`src/sv/sdi_pkg.sv`:
```
// Shared types and constants for the stroke dab interpolator.
package sdi_pkg;
    localparam int MAX_DABS = 64;
    localparam int MAX_CANVAS = 4096;
    localparam int CNT_W = $clog2(MAX_DABS + 1);
    localparam int IDX_W = (MAX_DABS > 1) ? $clog2(MAX_DABS) : 1;
    localparam int NORM_W = 16;
    localparam int SIZE_W = 13;
    localparam int SPC_W = 16;
    localparam int POS_W = 20;
    localparam int VEC_W = 21;
    localparam int REG_W = 16;
    localparam int RIDX_W = 2;
    localparam int QDEPTH = 2;

    localparam logic [RIDX_W-1:0] REG_WIDTH = 2'd0;
    localparam logic [RIDX_W-1:0] REG_HEIGHT = 2'd1;
    localparam logic [RIDX_W-1:0] REG_SPACING = 2'd2;

    typedef struct packed {
        logic [POS_W-1:0] px;
        logic [POS_W-1:0] py;
        logic             start;
    } point_t;

    // one segment job handed from the front end to the dab generator
    typedef struct packed {
        logic [POS_W-1:0] prev_x;
        logic [POS_W-1:0] prev_y;
        logic [VEC_W-1:0] dx;
        logic [VEC_W-1:0] dy;
        logic [CNT_W-1:0] cnt;
        logic             clip;
    } seg_t;

    typedef enum logic [2:0] {
        FE_IDLE,
        FE_SCALE,
        FE_SQ,
        FE_SQRT,
        FE_DIV,
        FE_PUSH
    } fe_state_t;

    typedef enum logic [1:0] {
        BE_IDLE,
        BE_MUL,
        BE_DIV,
        BE_OUT
    } be_state_t;
endpackage

```
`src/sv/sdi_queue.sv`:
```
// Short job queue between the front end and the dab generator.
module sdi_queue (
    input  logic          clk,
    input  logic          rst_n,
    input  logic          in_valid,
    output logic          in_ready,
    input  sdi_pkg::seg_t in_data,
    output logic          out_valid,
    input  logic          out_ready,
    output sdi_pkg::seg_t out_data
);
    import sdi_pkg::*;

    localparam int PW = $clog2(QDEPTH);

    seg_t          mem_reg [QDEPTH];
    logic [PW-1:0] wp_reg, rp_reg;
    logic [PW:0]   cnt_reg;
    logic          push, pop;

    assign in_ready = (cnt_reg != (PW+1)'(QDEPTH));
    assign out_valid = (cnt_reg != '0);
    assign out_data = mem_reg[rp_reg];
    assign push = in_valid && in_ready;
    assign pop = out_valid && out_ready;

    always_ff @(posedge clk or negedge rst_n)
    begin
        if (!rst_n)
        begin
            wp_reg <= '0;
            rp_reg <= '0;
            cnt_reg <= '0;
        end
        else
        begin
            if (push) wp_reg <= wp_reg + PW'(1);
            if (pop) rp_reg <= rp_reg + PW'(1);
            cnt_reg <= cnt_reg + (PW+1)'(push) - (PW+1)'(pop);
        end
    end

    always_ff @(posedge clk)
    begin
        if (push) mem_reg[wp_reg] <= in_data;
    end
endmodule

```
`config.mk`:
```
export PLATFORM = sky130hd
export DESIGN_NAME = sdi_queue
export DESIGN_NICKNAME = d
export VERILOG_FILES = /design/src/sv/sdi_pkg.sv /design/src/sv/sdi_queue.sv
export SDC_FILE = /design/constraint.sdc
export NUM_CORES = 1
export LEC_CHECK = 0
export ABC_CLOCK_PERIOD_IN_PS = 6400
export BUFFER_PORTS_ARGS = -buffer_cell sky130_fd_sc_hd__buf_2
export CORE_MARGIN = 3
export CORE_UTILIZATION = 25
export CTS_BUF_LIST = sky130_fd_sc_hd__clkbuf_8 sky130_fd_sc_hd__clkbuf_16
export DETAILED_ROUTE_END_ITERATION = 16
export GPL_TIMING_DRIVEN = 0
export HOLD_SLACK_MARGIN = 0.03
export SYNTH_ARGS = -nofsm -noshare
export SYNTH_HDL_FRONTEND = slang
export SYNTH_SLANG_ARGS = --single-unit
```
`constraint.sdc`:
```
create_clock -name clk -period 6.4 [get_ports clk]
set_input_delay 0 -clock clk [delete_from_list [all_inputs] [get_ports clk]]
set_output_delay 0 -clock clk [all_outputs]
set_load 0.01 [all_outputs]
```
# After elaboration in Yosys (flattened, before gate mapping)
# Memories as Yosys holds them, arrays and structs flattened.
# Index checks and enable logic that the tools add are counted.
[totals] reg_bits=4 latch_bits=0 mem_bits_rw=180 romBits=0 input_bits=94 output_inout_bits=92 wordCells=14 n_memories=1
[mem_list] name="mem_reg" depth=2 width=90 rd=1 rd_ports_with_merged_regs=0 write_ports=1 line_no="sdi_queue.sv:16" rtl="seg_t mem_reg [QDEPTH];"
[op_classes] add_sub_neg=4 multipliers=0 div=0 n_lt_le_gt_ge=0 eq_ne=1 n_shift=0 muxes=2 bitwise_logic=0 n_reduce_logical=3
[op_table] op="1-bit adder, second input constant" n=2
[op_table] op="2-bit by 1-bit adder with 2-bit output" n=1
[op_table] op="1-bit logical AND" n=2
[op_table] op="1-bit two-way mux" n=2
[op_table] op="2-bit != test, second input constant" n=1
[op_table] op="2-bit nonzero test" n=1
[op_table] op="2-bit by 1-bit subtractor with 2-bit output" n=1

# Depth between registers and ports, before layout
[logic_depth] word_depth=4 mapped_depth=5 ltp_nobuf=5

# Worst setup path after synthesis
# No wires, ideal clock.
[synth_path] path_kind="reg2reg" from="register cnt_reg[0]" to="memory mem_reg[0][0] (netlist bit), enable pin" setup_time_ps=539 arrival_time_ps=4458 required_ps=5861 path_slack_ps=1403 stages_incl_launch_ff=4 path_buffers=0 synth_period_minus_slack_ps=4997 path_cell_list="dfrtp_1 -> nand2b_1 -> nand2_1 -> nor2_1"
[synth_between] elab_chain_cells=4
[synth_lines] element="start: declaration" line_no="sdi_queue.sv:18" rtl="logic [PW:0] cnt_reg;"
[synth_lines] element="start signal: assignment" line_no="sdi_queue.sv:39" rtl="cnt_reg <= cnt_reg + (PW+1)'(push) - (PW+1)'(pop);"
[synth_lines] element="2-bit != test" line_no="sdi_queue.sv:21" rtl="assign in_ready = (cnt_reg != (PW+1)'(QDEPTH));"
[synth_lines] element="named net in_ready" line_no="sdi_queue.sv:6" rtl="output logic in_ready,"
[synth_lines] element="1-bit logical AND" line_no="sdi_queue.sv:24" rtl="assign push = in_valid && in_ready;"
[synth_lines] element="1-bit two-way mux" line_no="sdi_queue.sv:45" rtl="if (push) mem_reg[wp_reg] <= in_data;"
[synth_lines] element="1-bit two-way mux (implied by the code)" line_no="sdi_queue.sv:45"
[synth_lines] element="end: declaration" line_no="sdi_queue.sv:16"
# The timed path passes the listed nets, and every way through them passes these cells.

# Worst setup path after layout
[layout_path] from="register cnt_reg[0]" to="memory mem_reg[0][79] (netlist bit), enable pin"
[layout_between] elab_chain_cells=4
[layout_lines] element="2-bit != test" line_no="sdi_queue.sv:21"
[layout_lines] element="1-bit logical AND" line_no="sdi_queue.sv:24"
[layout_lines] element="1-bit two-way mux" line_no="sdi_queue.sv:45"
[layout_lines] element="1-bit two-way mux (implied by the code)" line_no="sdi_queue.sv:45"
# No other way between the ends.

==> results_dict.tcl <==
set metrics [dict create \
    diodes 0 \
    start_kind "flop" \
    setup_viol 0 \
    critPathRequiredTime_ns 6.51 \
    synth.distinct_cells 18 \
    drt_pass1_iterations 6 \
    drt_iter0_markers 140 \
    overflow 0 \
    p_leak_nw 3.60 \
    htree_levels 4 \
    worstSkewPairLatency_ns 0.42 \
    gp_congestion 0.713 \
    final_area_um2 9660 \
    power_density_nw_per_um2 410 \
    nFillCells 2480 \
    yosysSeqAreaShare 0.816 \
    synth.net_count 397 \
    crit_type "reg -> reg" \
    dieWidth_um 170 \
    ant_nets 0 \
    period_share 0.340 \
    crit_path_end_kind "flop" \
    fin_setup_tns_ns 0 \
    rsz0062_at_grt "false" \
    dieArea_um2 29000 \
    io_buffers 185 \
    dp_hpwl_um 9650 \
    fin_skew_ns 0.0106 \
    cts_buffers 17 \
    wire_per_inst_um 15.5 \
    nets 698 \
    wirelength_um 14700 \
    maxCapViolCount 0 \
    grt_pass1_vias 4322 \
    max-slew-margin-rel 0.392 \
    drive_gt1_frac 0.520 \
    io_pins 186 \
    grt_max_degree 48 \
    ctsRootBufferMaster "clkbuf_16" \
    largest_reg_flops 180 \
    syn_area_per_cell_um2 22.3 \
    grt_usage 0.101 \
    dpl_cell_area_um2 8170 \
    max_clock_freq_mhz 460 \
    drv_slew 0 \
    max-clock-path-buffers 2 \
    cts-resized-gates 0 \
    crit_fanout 33 \
    synthCells 302 \
    antenna_found_initial 0 \
    crit_arrival_ns 2.29 \
    hold_violations 0 \
    start_util 0.257 \
    synth-seq-cells 184 \
    cts_tree "yes" \
    outcome "finished, final reports clean" \
    final_cell_mix "185 x buf_2, 180 x edfxtp_1, 94 x dlygate4sd3_1, 90 x mux2_2, 17 x clkbuf_16" \
    hold_path.class "in -> reg" \
    areaGrowthSynthToFinish_pct 43.1 \
    cts.reportedPaths.clkPinSlew_ns 0.07 \
    coreArea_um2 26300 \
    grt_pass1_wl_um 22600 \
    cts.sinks 184 \
    drcViolationCount 0 \
    synth_warnings 0 \
    rows 59 \
    via_count 3861 \
    tightest_slew_ns 0.910 \
    via_per_inst 4.06 \
    final_common_cell "buf_2" \
    synth_area_um2 6750 \
    period_needed_ns 2.18 \
    peakVddDrop_mv 0.210 \
    die_y_um 170 \
]
## worst paths after layout
path | startpoint | to | slack, ns | cells past startpoint
worst max-delay path | cnt_reg[0]$_DFF_PN0_ | mem_reg[0][79]$_DFFE_PP_ | 4.22 | 4
worst min-delay path | in_data[83] | mem_reg[0][83]$_DFFE_PP_ | 0.30 | 2
worst max register to register | cnt_reg[0]$_DFF_PN0_ | mem_reg[0][79]$_DFFE_PP_ | 4.22 | 4
worst min register to register | wp_reg$_DFFE_PN0P_ | wp_reg$_DFFE_PN0P_ | 0.58 | 1
max in group asynchronous | rst_n | wp_reg$_DFFE_PN0P_ | 5.75 | 3
min in group asynchronous | rst_n | rp_reg$_DFFE_PN0P_ | 0.47 | 3
## cells in the mapped netlist
library cell | count | area (um2)
a211oi_1 | 1 | 7.51
a21bo_1 | 1 | 10.0
a32oi_1 | 1 | 8.76
and3_1 | 1 | 6.26
buf_4 | 1 | 7.51
buf_6 | 9 | 101
dfrtp_1 | 4 | 100
edfxtp_1 | 180 | 5410
ha_1 | 1 | 12.5
mux2_2 | 90 | 1010
nand2_1 | 2 | 7.51
nand2b_1 | 1 | 6.26
nand3_1 | 1 | 5.00
nor2_1 | 3 | 11.3
nor2b_1 | 1 | 6.26
o21ai_0 | 1 | 5.00
or2_2 | 1 | 6.26
xnor2_1 | 3 | 26.3
## critical path: stages (launching register included)
cell and delay (ns):
dfrtp_1 0.45, nand2b_1 0.22, nand2_1 0.14, nor2_4 0.71, buf_12 0.30
## report_power, final
group	leakage (nW)	internal (mW)	total [mW]	switching, mW
sequential	1.72	1.64	1.71	0.0633
combinational	1.61	0.605	1.27	0.667
clock	0.267	0.507	0.981	0.474
## what timing repair did
item | in CTS | in global routing
hold buffers | 94 | 0
endpoints found under the hold margin | 187 | 0
buffers inserted | 0 | 0
setup endpoints to repair | 0 | 0
## per-stage QoR
step / hold slack (ns) / instances / setup slack [ns] / power, mW / util
CTS: 0.269 / 950 / 4.19 / 4.04 / 0.367
finish: 0.295 / 950 / 4.22 / 3.96 / 0.367
detailed placement: -0.182 / 825 / 4.21 / 2.99 / 0.311
global route: 0.277 / 950 / 4.08 / 4.19 / 0.367
floorplan: -0.296 / 302 / 1.40 / 2.50 / -
global placement: -0.190 / 822 / -0.621 / 2.97 / 0.308
## cell families (layout without fill, tap and decap cells)
kind of cell / after synthesis / after routing / synth area share
flip-flops: 184 / 184 / 0.816
multiplexers: 90 / 90 / 0.150
AND/OR/NAND/NOR: 10 / 10 / 0.00723
buffers and inverters: 10 / 323 / 0.0161
AO/OA/AOI/OAI: 4 / 4 / 0.00464
XOR/XNOR: 3 / 3 / 0.00390
adder cells (fa/ha/maj): 1 / 1 / 0.00185
## metal layers
layer	up-vias	track usage	wire, um
met1	1926	0.116	6120
li1	1803	-	-
met3	10	0.0332	771
met4	0	0.0307	189
met2	122	0.179	7650
met5	-	0	0
## layout make-up
type | count | area (um2) | area share
clock buffers | 17 | 425 | 0.0441
repair buffers | 282 | 1930 | 0.200
plain buffers | 10 | 109 | 0.0113
well taps | 335 | 419 | 0.0434
flip-flops and latches | 184 | 5510 | 0.570
multi-input cells | 108 | 1140 | 0.119
clock inverters | 14 | 119 | 0.0123
Power figures use the tool's default switching activity.
