File: src/sv/sdi_pkg.sv
// Shared types and constants for the stroke dab interpolator.
package sdi_pkg;
    localparam int MAX_DABS = 64;
    localparam int MAX_CANVAS = 4096;
    localparam int CNT_W = $clog2(MAX_DABS + 1);
    localparam int IDX_W = (MAX_DABS > 1) ? $clog2(MAX_DABS) : 1;
    localparam int NORM_W = 16;
    localparam int SIZE_W = 13;
    localparam int SPC_W = 16;
    localparam int POS_W = 20;
    localparam int VEC_W = 21;
    localparam int REG_W = 16;
    localparam int RIDX_W = 2;
    localparam int QDEPTH = 2;

    localparam logic [RIDX_W-1:0] REG_WIDTH = 2'd0;
    localparam logic [RIDX_W-1:0] REG_HEIGHT = 2'd1;
    localparam logic [RIDX_W-1:0] REG_SPACING = 2'd2;

    typedef struct packed {
        logic [POS_W-1:0] px;
        logic [POS_W-1:0] py;
        logic             start;
    } point_t;

    // one segment job handed from the front end to the dab generator
    typedef struct packed {
        logic [POS_W-1:0] prev_x;
        logic [POS_W-1:0] prev_y;
        logic [VEC_W-1:0] dx;
        logic [VEC_W-1:0] dy;
        logic [CNT_W-1:0] cnt;
        logic             clip;
    } seg_t;

    typedef enum logic [2:0] {
        FE_IDLE,
        FE_SCALE,
        FE_SQ,
        FE_SQRT,
        FE_DIV,
        FE_PUSH
    } fe_state_t;

    typedef enum logic [1:0] {
        BE_IDLE,
        BE_MUL,
        BE_DIV,
        BE_OUT
    } be_state_t;
endpackage

File: src/sv/sdi_if.sv


interface sdi_dab_if;
    logic                       valid;
    logic                       ready;
    logic [sdi_pkg::POS_W-1:0]  dab_x;
    logic [sdi_pkg::POS_W-1:0]  dab_y;
    logic [sdi_pkg::VEC_W-1:0]  seg_dx;
    logic [sdi_pkg::VEC_W-1:0]  seg_dy;
    logic                       last;
    logic                       clipped;
    modport source (output valid, dab_x, dab_y, seg_dx, seg_dy, last, clipped,
                    input ready);
    modport sink (input valid, dab_x, dab_y, seg_dx, seg_dy, last, clipped,
                  output ready);
endinterface


File: src/sv/sdi_back.sv
// Back end: steps through the dabs of one segment and takes the next segment only after its last dab is out.
module sdi_back (
    input  logic          clk,
    input  logic          rst_n,
    input  logic          seg_valid,
    output logic          seg_ready,
    input  sdi_pkg::seg_t seg,
    sdi_dab_if.source     dab
);
    import sdi_pkg::*;

    localparam int PR_W = VEC_W + IDX_W;   // d*i
    localparam int DV_W = PR_W;

    be_state_t         state_reg, state_next;
    logic              dab_valid_next;
    seg_t              job_reg;
    logic [CNT_W-1:0]  i_reg;
    logic [DV_W-1:0]   ax_reg, ay_reg;   // magnitudes
    logic              nx_reg, ny_reg;
    logic [DV_W-1:0]   qx_reg, qy_reg, rx_reg, ry_reg;
    logic [4:0]        k_reg;
    logic [DV_W:0]     rxs, rys;
    logic [DV_W-1:0]   cntw;
    logic signed [PR_W-1:0] px, py;
    logic [DV_W-1:0]   fx, fy;
    logic              ox_ready;
    logic              last_dab;

    assign cntw = DV_W'(job_reg.cnt);
    assign px = $signed(job_reg.dx) * $signed({1'b0, i_reg[IDX_W-1:0]});
    assign py = $signed(job_reg.dy) * $signed({1'b0, i_reg[IDX_W-1:0]});
    assign rxs = {rx_reg, ax_reg[DV_W-1]};
    assign rys = {ry_reg, ay_reg[DV_W-1]};
    // floor for negatives: -(q + (r!=0))
    assign fx = nx_reg ? (~qx_reg + DV_W'(1) - DV_W'(rx_reg != '0)) : qx_reg;
    assign fy = ny_reg ? (~qy_reg + DV_W'(1) - DV_W'(ry_reg != '0)) : qy_reg;

    assign seg_ready = (state_reg == BE_IDLE);
    assign ox_ready = dab.ready || !dab.valid;
    assign last_dab = (i_reg + CNT_W'(1) == job_reg.cnt);

    // next state and output valid
    always_comb
    begin
        state_next = state_reg;
        dab_valid_next = dab.valid && !dab.ready;
        unique case (state_reg)
            BE_IDLE: if (seg_valid) state_next = BE_MUL;
            BE_MUL:  state_next = BE_DIV;
            BE_DIV:  if (k_reg == '0) state_next = BE_OUT;
            BE_OUT:
                if (ox_ready)
                begin
                    dab_valid_next = 1'b1;
                    state_next = last_dab ? BE_IDLE : BE_MUL;
                end
            default: state_next = BE_IDLE;
        endcase
    end

    always_ff @(posedge clk or negedge rst_n)
    begin
        if (!rst_n)
        begin
            state_reg <= BE_IDLE;
            dab.valid <= 1'b0;
        end
        else
        begin
            state_reg <= state_next;
            dab.valid <= dab_valid_next;
        end
    end

    // job load, d*i multiply, offset division d*i/cnt (restoring, one bit a cycle) and dab output
    always_ff @(posedge clk)
    begin
        unique case (state_reg)
            BE_IDLE:
            begin
                job_reg <= seg;
                i_reg <= '0;
            end
            BE_MUL:
            begin
                nx_reg <= px[PR_W-1];
                ny_reg <= py[PR_W-1];
                ax_reg <= px[PR_W-1] ? DV_W'(-px) : DV_W'(px);
                ay_reg <= py[PR_W-1] ? DV_W'(-py) : DV_W'(py);
                rx_reg <= '0;
                ry_reg <= '0;
                qx_reg <= '0;
                qy_reg <= '0;
                k_reg <= 5'(DV_W - 1);
            end
            BE_DIV:
            begin
                ax_reg <= ax_reg << 1;
                ay_reg <= ay_reg << 1;
                if (rxs >= (DV_W+1)'(cntw))
                begin
                    rx_reg <= DV_W'(rxs - (DV_W+1)'(cntw));
                    qx_reg <= {qx_reg[DV_W-2:0], 1'b1};
                end
                else
                begin
                    rx_reg <= rxs[DV_W-1:0];
                    qx_reg <= {qx_reg[DV_W-2:0], 1'b0};
                end
                if (rys >= (DV_W+1)'(cntw))
                begin
                    ry_reg <= DV_W'(rys - (DV_W+1)'(cntw));
                    qy_reg <= {qy_reg[DV_W-2:0], 1'b1};
                end
                else
                begin
                    ry_reg <= rys[DV_W-1:0];
                    qy_reg <= {qy_reg[DV_W-2:0], 1'b0};
                end
                if (k_reg != '0) k_reg <= k_reg - 5'd1;
            end
            BE_OUT:
                if (ox_ready)
                begin
                    dab.dab_x <= job_reg.prev_x + fx[POS_W-1:0];
                    dab.dab_y <= job_reg.prev_y + fy[POS_W-1:0];
                    dab.seg_dx <= job_reg.dx;
                    dab.seg_dy <= job_reg.dy;
                    dab.last <= last_dab;
                    dab.clipped <= job_reg.clip;
                    i_reg <= i_reg + CNT_W'(1);
                end
            default: ;
        endcase
    end
endmodule
File: src/flat_wrapper.sv
// flat-port wrapper written by rule: the top's interface ports become plain ports
module sdi_back_flat import sdi_pkg::*;
  (clk, rst_n, seg_valid, seg_ready, seg, dab_valid, dab_dab_x, dab_dab_y, dab_seg_dx, dab_seg_dy, dab_last, dab_clipped, dab_ready);
  sdi_dab_if dab_i ();
  input  logic clk;
  input  logic rst_n;
  input  logic seg_valid;
  output logic seg_ready;
  input  sdi_pkg::seg_t seg;
  output wire logic [$bits(dab_i.valid)-1:0] dab_valid;
  output wire logic [$bits(dab_i.dab_x)-1:0] dab_dab_x;
  output wire logic [$bits(dab_i.dab_y)-1:0] dab_dab_y;
  output wire logic [$bits(dab_i.seg_dx)-1:0] dab_seg_dx;
  output wire logic [$bits(dab_i.seg_dy)-1:0] dab_seg_dy;
  output wire logic [$bits(dab_i.last)-1:0] dab_last;
  output wire logic [$bits(dab_i.clipped)-1:0] dab_clipped;
  input wire logic [$bits(dab_i.ready)-1:0] dab_ready;
  assign dab_valid = dab_i.valid;
  assign dab_dab_x = dab_i.dab_x;
  assign dab_dab_y = dab_i.dab_y;
  assign dab_seg_dx = dab_i.seg_dx;
  assign dab_seg_dy = dab_i.seg_dy;
  assign dab_last = dab_i.last;
  assign dab_clipped = dab_i.clipped;
  assign dab_i.ready = dab_ready;
  sdi_back u_core (.clk(clk), .rst_n(rst_n), .seg_valid(seg_valid), .seg_ready(seg_ready), .seg(seg), .dab(dab_i));
endmodule
File: config.mk
export PLATFORM = sky130hd
export DESIGN_NAME = sdi_back_flat
export DESIGN_NICKNAME = d
export VERILOG_FILES = /design/src/sv/sdi_pkg.sv /design/src/sv/sdi_if.sv /design/src/sv/sdi_back.sv /design/src/flat_wrapper.sv
export SDC_FILE = /design/constraint.sdc
export NUM_CORES = 1
export LEC_CHECK = 0
export ABC_CLOCK_PERIOD_IN_PS = 8340
export BUFFER_PORTS_ARGS = -buffer_cell sky130_fd_sc_hd__buf_4
export CORE_UTILIZATION = 60
export CTS_BUF_LIST = sky130_fd_sc_hd__clkbuf_16
export CTS_CLUSTER_SIZE = 14
export DETAILED_ROUTE_END_ITERATION = 16
export GPL_TIMING_DRIVEN = 0
export PLACE_DENSITY_LB_ADDON = 0.12
export RECOVER_POWER = 50
export SYNTH_ARGS = -nofsm -noshare
export SYNTH_HDL_FRONTEND = slang
export SYNTH_SLANG_ARGS = --single-unit
File: constraint.sdc
create_clock -name clk -period 8.34 [get_ports clk]
set_input_delay 0.834 -clock clk [delete_from_list [all_inputs] [get_ports clk]]
set_output_delay 0.834 -clock clk [all_outputs]
set_load 0.02 [all_outputs]
==> Yosys cells after proc, flatten, opt, wreduce, memory -nomap -nowiden <==
Cells that the tools add are included.
{ "classes": {"eq_ne": 8, "addsub": 12, "bitwise": 2, "n_lt_le_gt_ge": 2, "muxes": 25, "reduce_logical": 15, "multipliers": 2} }
{ "ops": {"columns": ["operator", "n"], "rows": [
  ["one-hot mux 27 bit (2 select lines)", 4],
  ["2-to-1 mux 27 bit", 4],
  ["one-hot mux 20 bit (2 select lines)", 2],
  [">= comparator 28 x 7 -> 1 bit", 2],
  ["multiplier 21 x 7 -> 27 bit", 2],
  ["negation 27 bit", 2],
  ["nonzero test 27 bit", 2],
  ["subtractor 27 x 7 -> 27 bit", 2],
  ["adder 20 x 1 -> 20 bit (second input constant)", 2],
  ["adder 20 bit", 2],
  ["2-to-1 mux 20 bit", 2],
  ["inverter 20 bit", 2],
  ["subtractor 20 x 1 -> 20 bit", 2],
  ["one-hot mux 7 bit (2 select lines)", 1],
  ["one-hot mux 5 bit (2 select lines)", 1],
  ["one-hot mux 2 bit (4 select lines)", 1],
  ["adder 7 x 1 -> 7 bit (second input constant)", 1],
  ["equality test 7 bit", 1],
  ["2-to-1 mux 7 bit", 1],
  ["2-to-1 mux 2 bit", 3],
  ["!= test 2 x 1 -> 1 bit (second input constant)", 3],
  ["AND reduction 2 bit", 3],
  ["zero test 5 bit", 1],
  ["2-to-1 mux 1 bit", 5],
  ["12 further kinds", 15]
]} }
{ "totals": {"in_bits": 94, "regBits": 339, "elab_cells": 90} }

==> Longest topological paths before layout <==
{ "depth": {"word_depth": 5, "depth_mapped": 27, "ltp_nobuf": 27} }

==> Worst setup path before layout <==
Ideal clock, no wire load.
{ "synth_path": {"kind": "register to register", "start": "reg u_core.i_reg[2]", "end": "reg u_core.ax_reg[25], data pin", "arrival_ps": 5818, "path_stages_with_launch": 21, "n_path_buf": 3, "setup_time_ps": 260, "setup_slack_ps": 2262, "cell_sequence": "edfxtp_1 > clkbuf_1 > clkbuf_1 > and2_1 > fa_1 > fa_1 > fa_1 > inv_1 > fa_1 > inv_1 > ha_1 > clkbuf_1 > and3_1 > a31oi_1 > a21oi_1 > o31a_1 > or3_1 > a2111oi_2 > a41oi_1 > xor2_1 > mux2_2"} }
{ "synth_between": {"elab_chain_cells": 4} }
{ "synth_lines": {"columns": ["element", "line_no", "text"], "rows": [
  ["start: declaration", "sdi_back.sv:18", "logic [CNT_W-1:0] i_reg;"],
  ["start signal: assignment", "sdi_back.sv:132", "i_reg <= i_reg + CNT_W'(1);"],
  ["multiplier 21 x 7 -> 27 bit *", "sdi_back.sv:31", "assign px = $signed(job_reg.dx) * $signed({1'b0, i_reg[IDX_W-1:0]});"],
  ["negation 27 bit", "sdi_back.sv:89", "ax_reg <= px[PR_W-1] ? DV_W'(-px) : DV_W'(px);"],
  ["2-to-1 mux 27 bit *", "sdi_back.sv:89", null],
  ["one-hot mux 27 bit (2 select lines) *", "sdi_back.sv:79", "unique case (state_reg)"],
  ["end signal: assignment", "sdi_back.sv:89", null],
  ["end signal: assignment", "sdi_back.sv:99", "ax_reg <= ax_reg << 1;"],
  ["end: declaration", "sdi_back.sv:19", "logic [DV_W-1:0] ax_reg, ay_reg;"]
]} }
Every way passes the cells marked *; elsewhere a longest branch is shown, timed or not.
A chain may end at the register's enable or synchronous reset.

==> Final worst setup path <==
{ "layout_path": {"start": "reg u_core.i_reg[3]", "end": "reg u_core.ay_reg[16], data pin"} }
{ "layout_between": {"word_cells_on_any_way": 4, "cone_classes": "add/sub (1); mul (1); mux (2)"} }
{ "layout_lines": {"columns": ["element", "line_no", "text"], "rows": [
  ["multiplier 21 x 7 -> 27 bit", "sdi_back.sv:32", "assign py = $signed(job_reg.dy) * $signed({1'b0, i_reg[IDX_W-1:0]});"],
  ["net u_core.py[26]", "sdi_back.sv:25", "logic signed [PR_W-1:0] px, py;"],
  ["2-to-1 mux 27 bit", "sdi_back.sv:90", "ay_reg <= py[PR_W-1] ? DV_W'(-py) : DV_W'(py);"],
  ["one-hot mux 27 bit (2 select lines)", "sdi_back.sv:79", null],
  ["end signal: assignment", "sdi_back.sv:90", null],
  ["end signal: assignment", "sdi_back.sv:100", "ay_reg <= ay_reg << 1;"],
  ["end: declaration", "sdi_back.sv:19", null]
]} }
The timed path passes the listed nets, and every way through them passes these cells.

==> metrics.md <==
| Metric | Value |
|---|---|
| CTS tree | built |
| R2r setup slk | 0.78 ns |
| CP Class | flip-flop to flip-flop |
| Synth Net Count | 3129 |
| Area of the multi-input gates | 0.0159 mm2 |
| CTS Sinks | 339 |
| Setup crit end | u_core.ay_reg[16] |
| Hold slack | 0.0739 ns |
| F_max | 0.132 GHz |
| Cell Rows | 77 |
| Via count | 20000 |
| Iter 0 DRT Violations | 1486 |
| Final setup viols | 0 |
| # hold bufs at CTS | 0 |
| Final instance area | 0.0305 mm2 |
| Vias per inst | 5.72 |
| GRT Total Usage | 26.8% |
| Top FF cell, synth | edfxtp_1 |
| Synth Instances | 2653 |
| Failing checks | capacitance limit, slew limit |
| I/O Buffers | 179 |
| Worst r2r src | u_core.i_reg[3] |
| Antenna viol nets, final | 0 |
| DRT Pass-1 Iters | 6 |
| Synth top area cells | edfxtp_1, fa_1, ha_1 |
| Share of layout cells above drive strength 1 | 7.02% |
| Post-synth EDFFs | 336 |
| Die area | 0.0465 mm2 |
| Crit path from | u_core.i_reg[3] |
| Max_cap viols | 3 |
| Mean Syn Cell Area | 10.3 um2 |
| Synth cell count leaders | edfxtp_1, and2_1, inv_1, ha_1, nand2_1 |
| HPWL Detailed | 46100 um |
| Hold WC Path Type | input pin to asynchronous set/reset pin |
| Worst-path clk slew | 0.06 ns |
| Final Cycle Share | 90.7% |
| Worst vdd ir | 0.169 mV |
| Leak pwr | 0.0126 uW |
| Pins Over Slew Limit | 172 |
| Antenna violations before repair | 0 |
| Wire per inst | 17.4 um |
| Setup_tns | 0 ns |
| H-tree depth | 2 |
| CTS Buf Count | 39 |
| Post-CTS Resized | 0 |
| Diode count | 0 |
| Least-Margin Pin Slew | 3.41 ns |
| First-pass GRT wire length | 101000 um |
| Flip-flop count of the largest register after layout | 83 |
| Area growth, synth to finish | 11.5% |
| Outcome | finished, violations left |
| Clk Latency, worst-skew pair | 0.58 ns |
| CP Capture Type | flip-flop |
| Routed WL | 60700 um |
| GP Congestion | 0.941 |
| Cell area power density | 117 mW/mm2 |
| Residual DRC | 0 |
| CP Launch Type | flip-flop |
| I/O Pins | 180 |
| Final Hold Fails | 0 |
| Distinct cells, synth | 79 |
| RR Endpoint | u_core.ay_reg[16] |
| Most common cell in the netlist | edfxtp_1 |
| Async SR Flop Fraction | 0.885% |
| Die width | 216 um |
| Root buf cell | clkbuf_16 |
| R2r worst-path depth | 21 |
| Register area share after synthesis | 37.1% |
| Clk_skew | 0.0145 ns |
| Cell taking the most area after synthesis | edfxtp_1 |
| Die height | 216 um |
| Core area | 0.0446 mm2 |
| Storage element area | 0.0102 mm2 |
| Top cell type's share of synthesized area | 36.9% |
| # Post-CTS Setup Buffers | 0 |
| Total grt overflow | 0 |
| Placement Cell Area | 0.0296 mm2 |
| Final nets | 3354 |
| Unrepaired setup endpoints after global routing | false |
| Vias in the first global route | 20500 |
| Largest net degree at the start of global routing | 76 |
| WP data arrival | 7.87 ns |
| Relative slew slack | -127% |
| CTS max path bufs | 3 |
| Critical path peak fanout | 10 |
| Initial Utilization | 61.4% |
| Critical Path RT | 8.64 ns |
| Number of synthesized register bits | 339 |
| Synth Warn # | 0 |
| Synthesized area | 0.0274 mm2 |
| Post-route minimum period | 7.56 ns |
| Fill count | 3504 |
-- placed cells by master, fill, tap and decap left out, types with 60 or more instances in the layout --
cell,n
edfxtp_1,336
and2_1,292
inv_1,279
ha_1,208
nand2_1,200
fa_1,174
clkbuf_1,155
nor2_1,128
xnor2_1,125
o21ai_0,125
a21oi_1,96
clkbuf_4,89
nor3_1,61
xor2_1,60
-- critical path: stages (launching register included) --
cell,delay (ns)
edfxtp_1,0.32
clkbuf_1,0.68
clkbuf_1,0.43
and2_1,0.22
fa_1,0.41
fa_1,0.47
fa_1,0.57
inv_1,0.07
fa_1,0.54
inv_1,0.04
ha_1,0.38
nand3_1,0.19
o221a_2,0.32
o21ai_1,0.21
nand2_1,0.18
a311oi_1,0.27
o21ai_0,0.17
xnor2_1,0.78
clkbuf_1,0.53
o41ai_1,0.20
xnor2_1,0.19
o21ai_0,0.10
-- area by class of cell --
cell class	instances	share of cell area [%]
Buffer	76	0.963
Clock buffer	39	3.20
Clock inverter	32	0.935
Inverter	273	3.36
Multi-Input combinational cell	1965	52.1
Sequential cell	339	33.3
Tap cell	592	2.43
Timing Repair Buffer	184	3.72
-- report_power, final --
part / switching [uW] / internal, uW / leakage (uW)
registers: 0.00000690 / 1850 / 0.00330
clock network: 708 / 981 / 0.000635
logic: 7.14 / 24.4 / 0.00868
-- per-stage QoR --
| stage | worst slack (ns) | utilization (%) | std cells | total power (uW) |
|---|---|---|---|---|
| after floorplan | 2.26 | - | 2653 | 1890 |
| after detailed placement | 0.909 | 66.4 | 3429 | 1920 |
| final | 0.776 | 68.4 | 3500 | 3570 |
| after global placement | 0.769 | 66.0 | 3424 | 1920 |
| after global routing | 0.468 | 68.4 | 3500 | 3670 |
| after CTS | 0.906 | 69.2 | 3500 | 3610 |
-- routing by layer --
| layer | global-route usage [%] | share of wire (%) | up-vias |
|---|---|---|---|
| met2 | 45.1 | 48 | 590 |
| met5 | 0 | 0 | - |
| li1 | - | - | 9670 |
| met1 | 35.7 | 44 | 9638 |
| met4 | 9.67 | 3.0 | 0 |
| met3 | 3.40 | 5.1 | 127 |
-- cells by family (layout without fill, tap and decap cells) --
family          count (synthesis)  count (layout)  synth area share, %
mux                            34              34                 1.32
flops                         339             339                 37.1
xor+xnor                      185             185                 5.92
buf+inv                       349             604                 4.82
compound gates                457             457                 11.0
fa+ha+maj                     382             382                 22.2
simple gates                  907             907                 17.6
-- worst min path at each step --
stage	start	to	slack, ns	cells past startpoint
4_1_cts	rst_n	u_core.state_reg[0]	0.01	1
3_5_place_dp	u_core.job_reg[0]	u_core.dab.clipped	0.41	0
3_3_place_gp	u_core.job_reg[0]	u_core.dab.clipped	0.40	0
2_1_floorplan	u_core.job_reg[0]	u_core.dab.clipped	0.40	0
6_report	rst_n	u_core.state_reg[0]	0.07	1
5_1_grt	rst_n	u_core.state_reg[0]	0.07	1
Power figures use the tool's default switching activity.
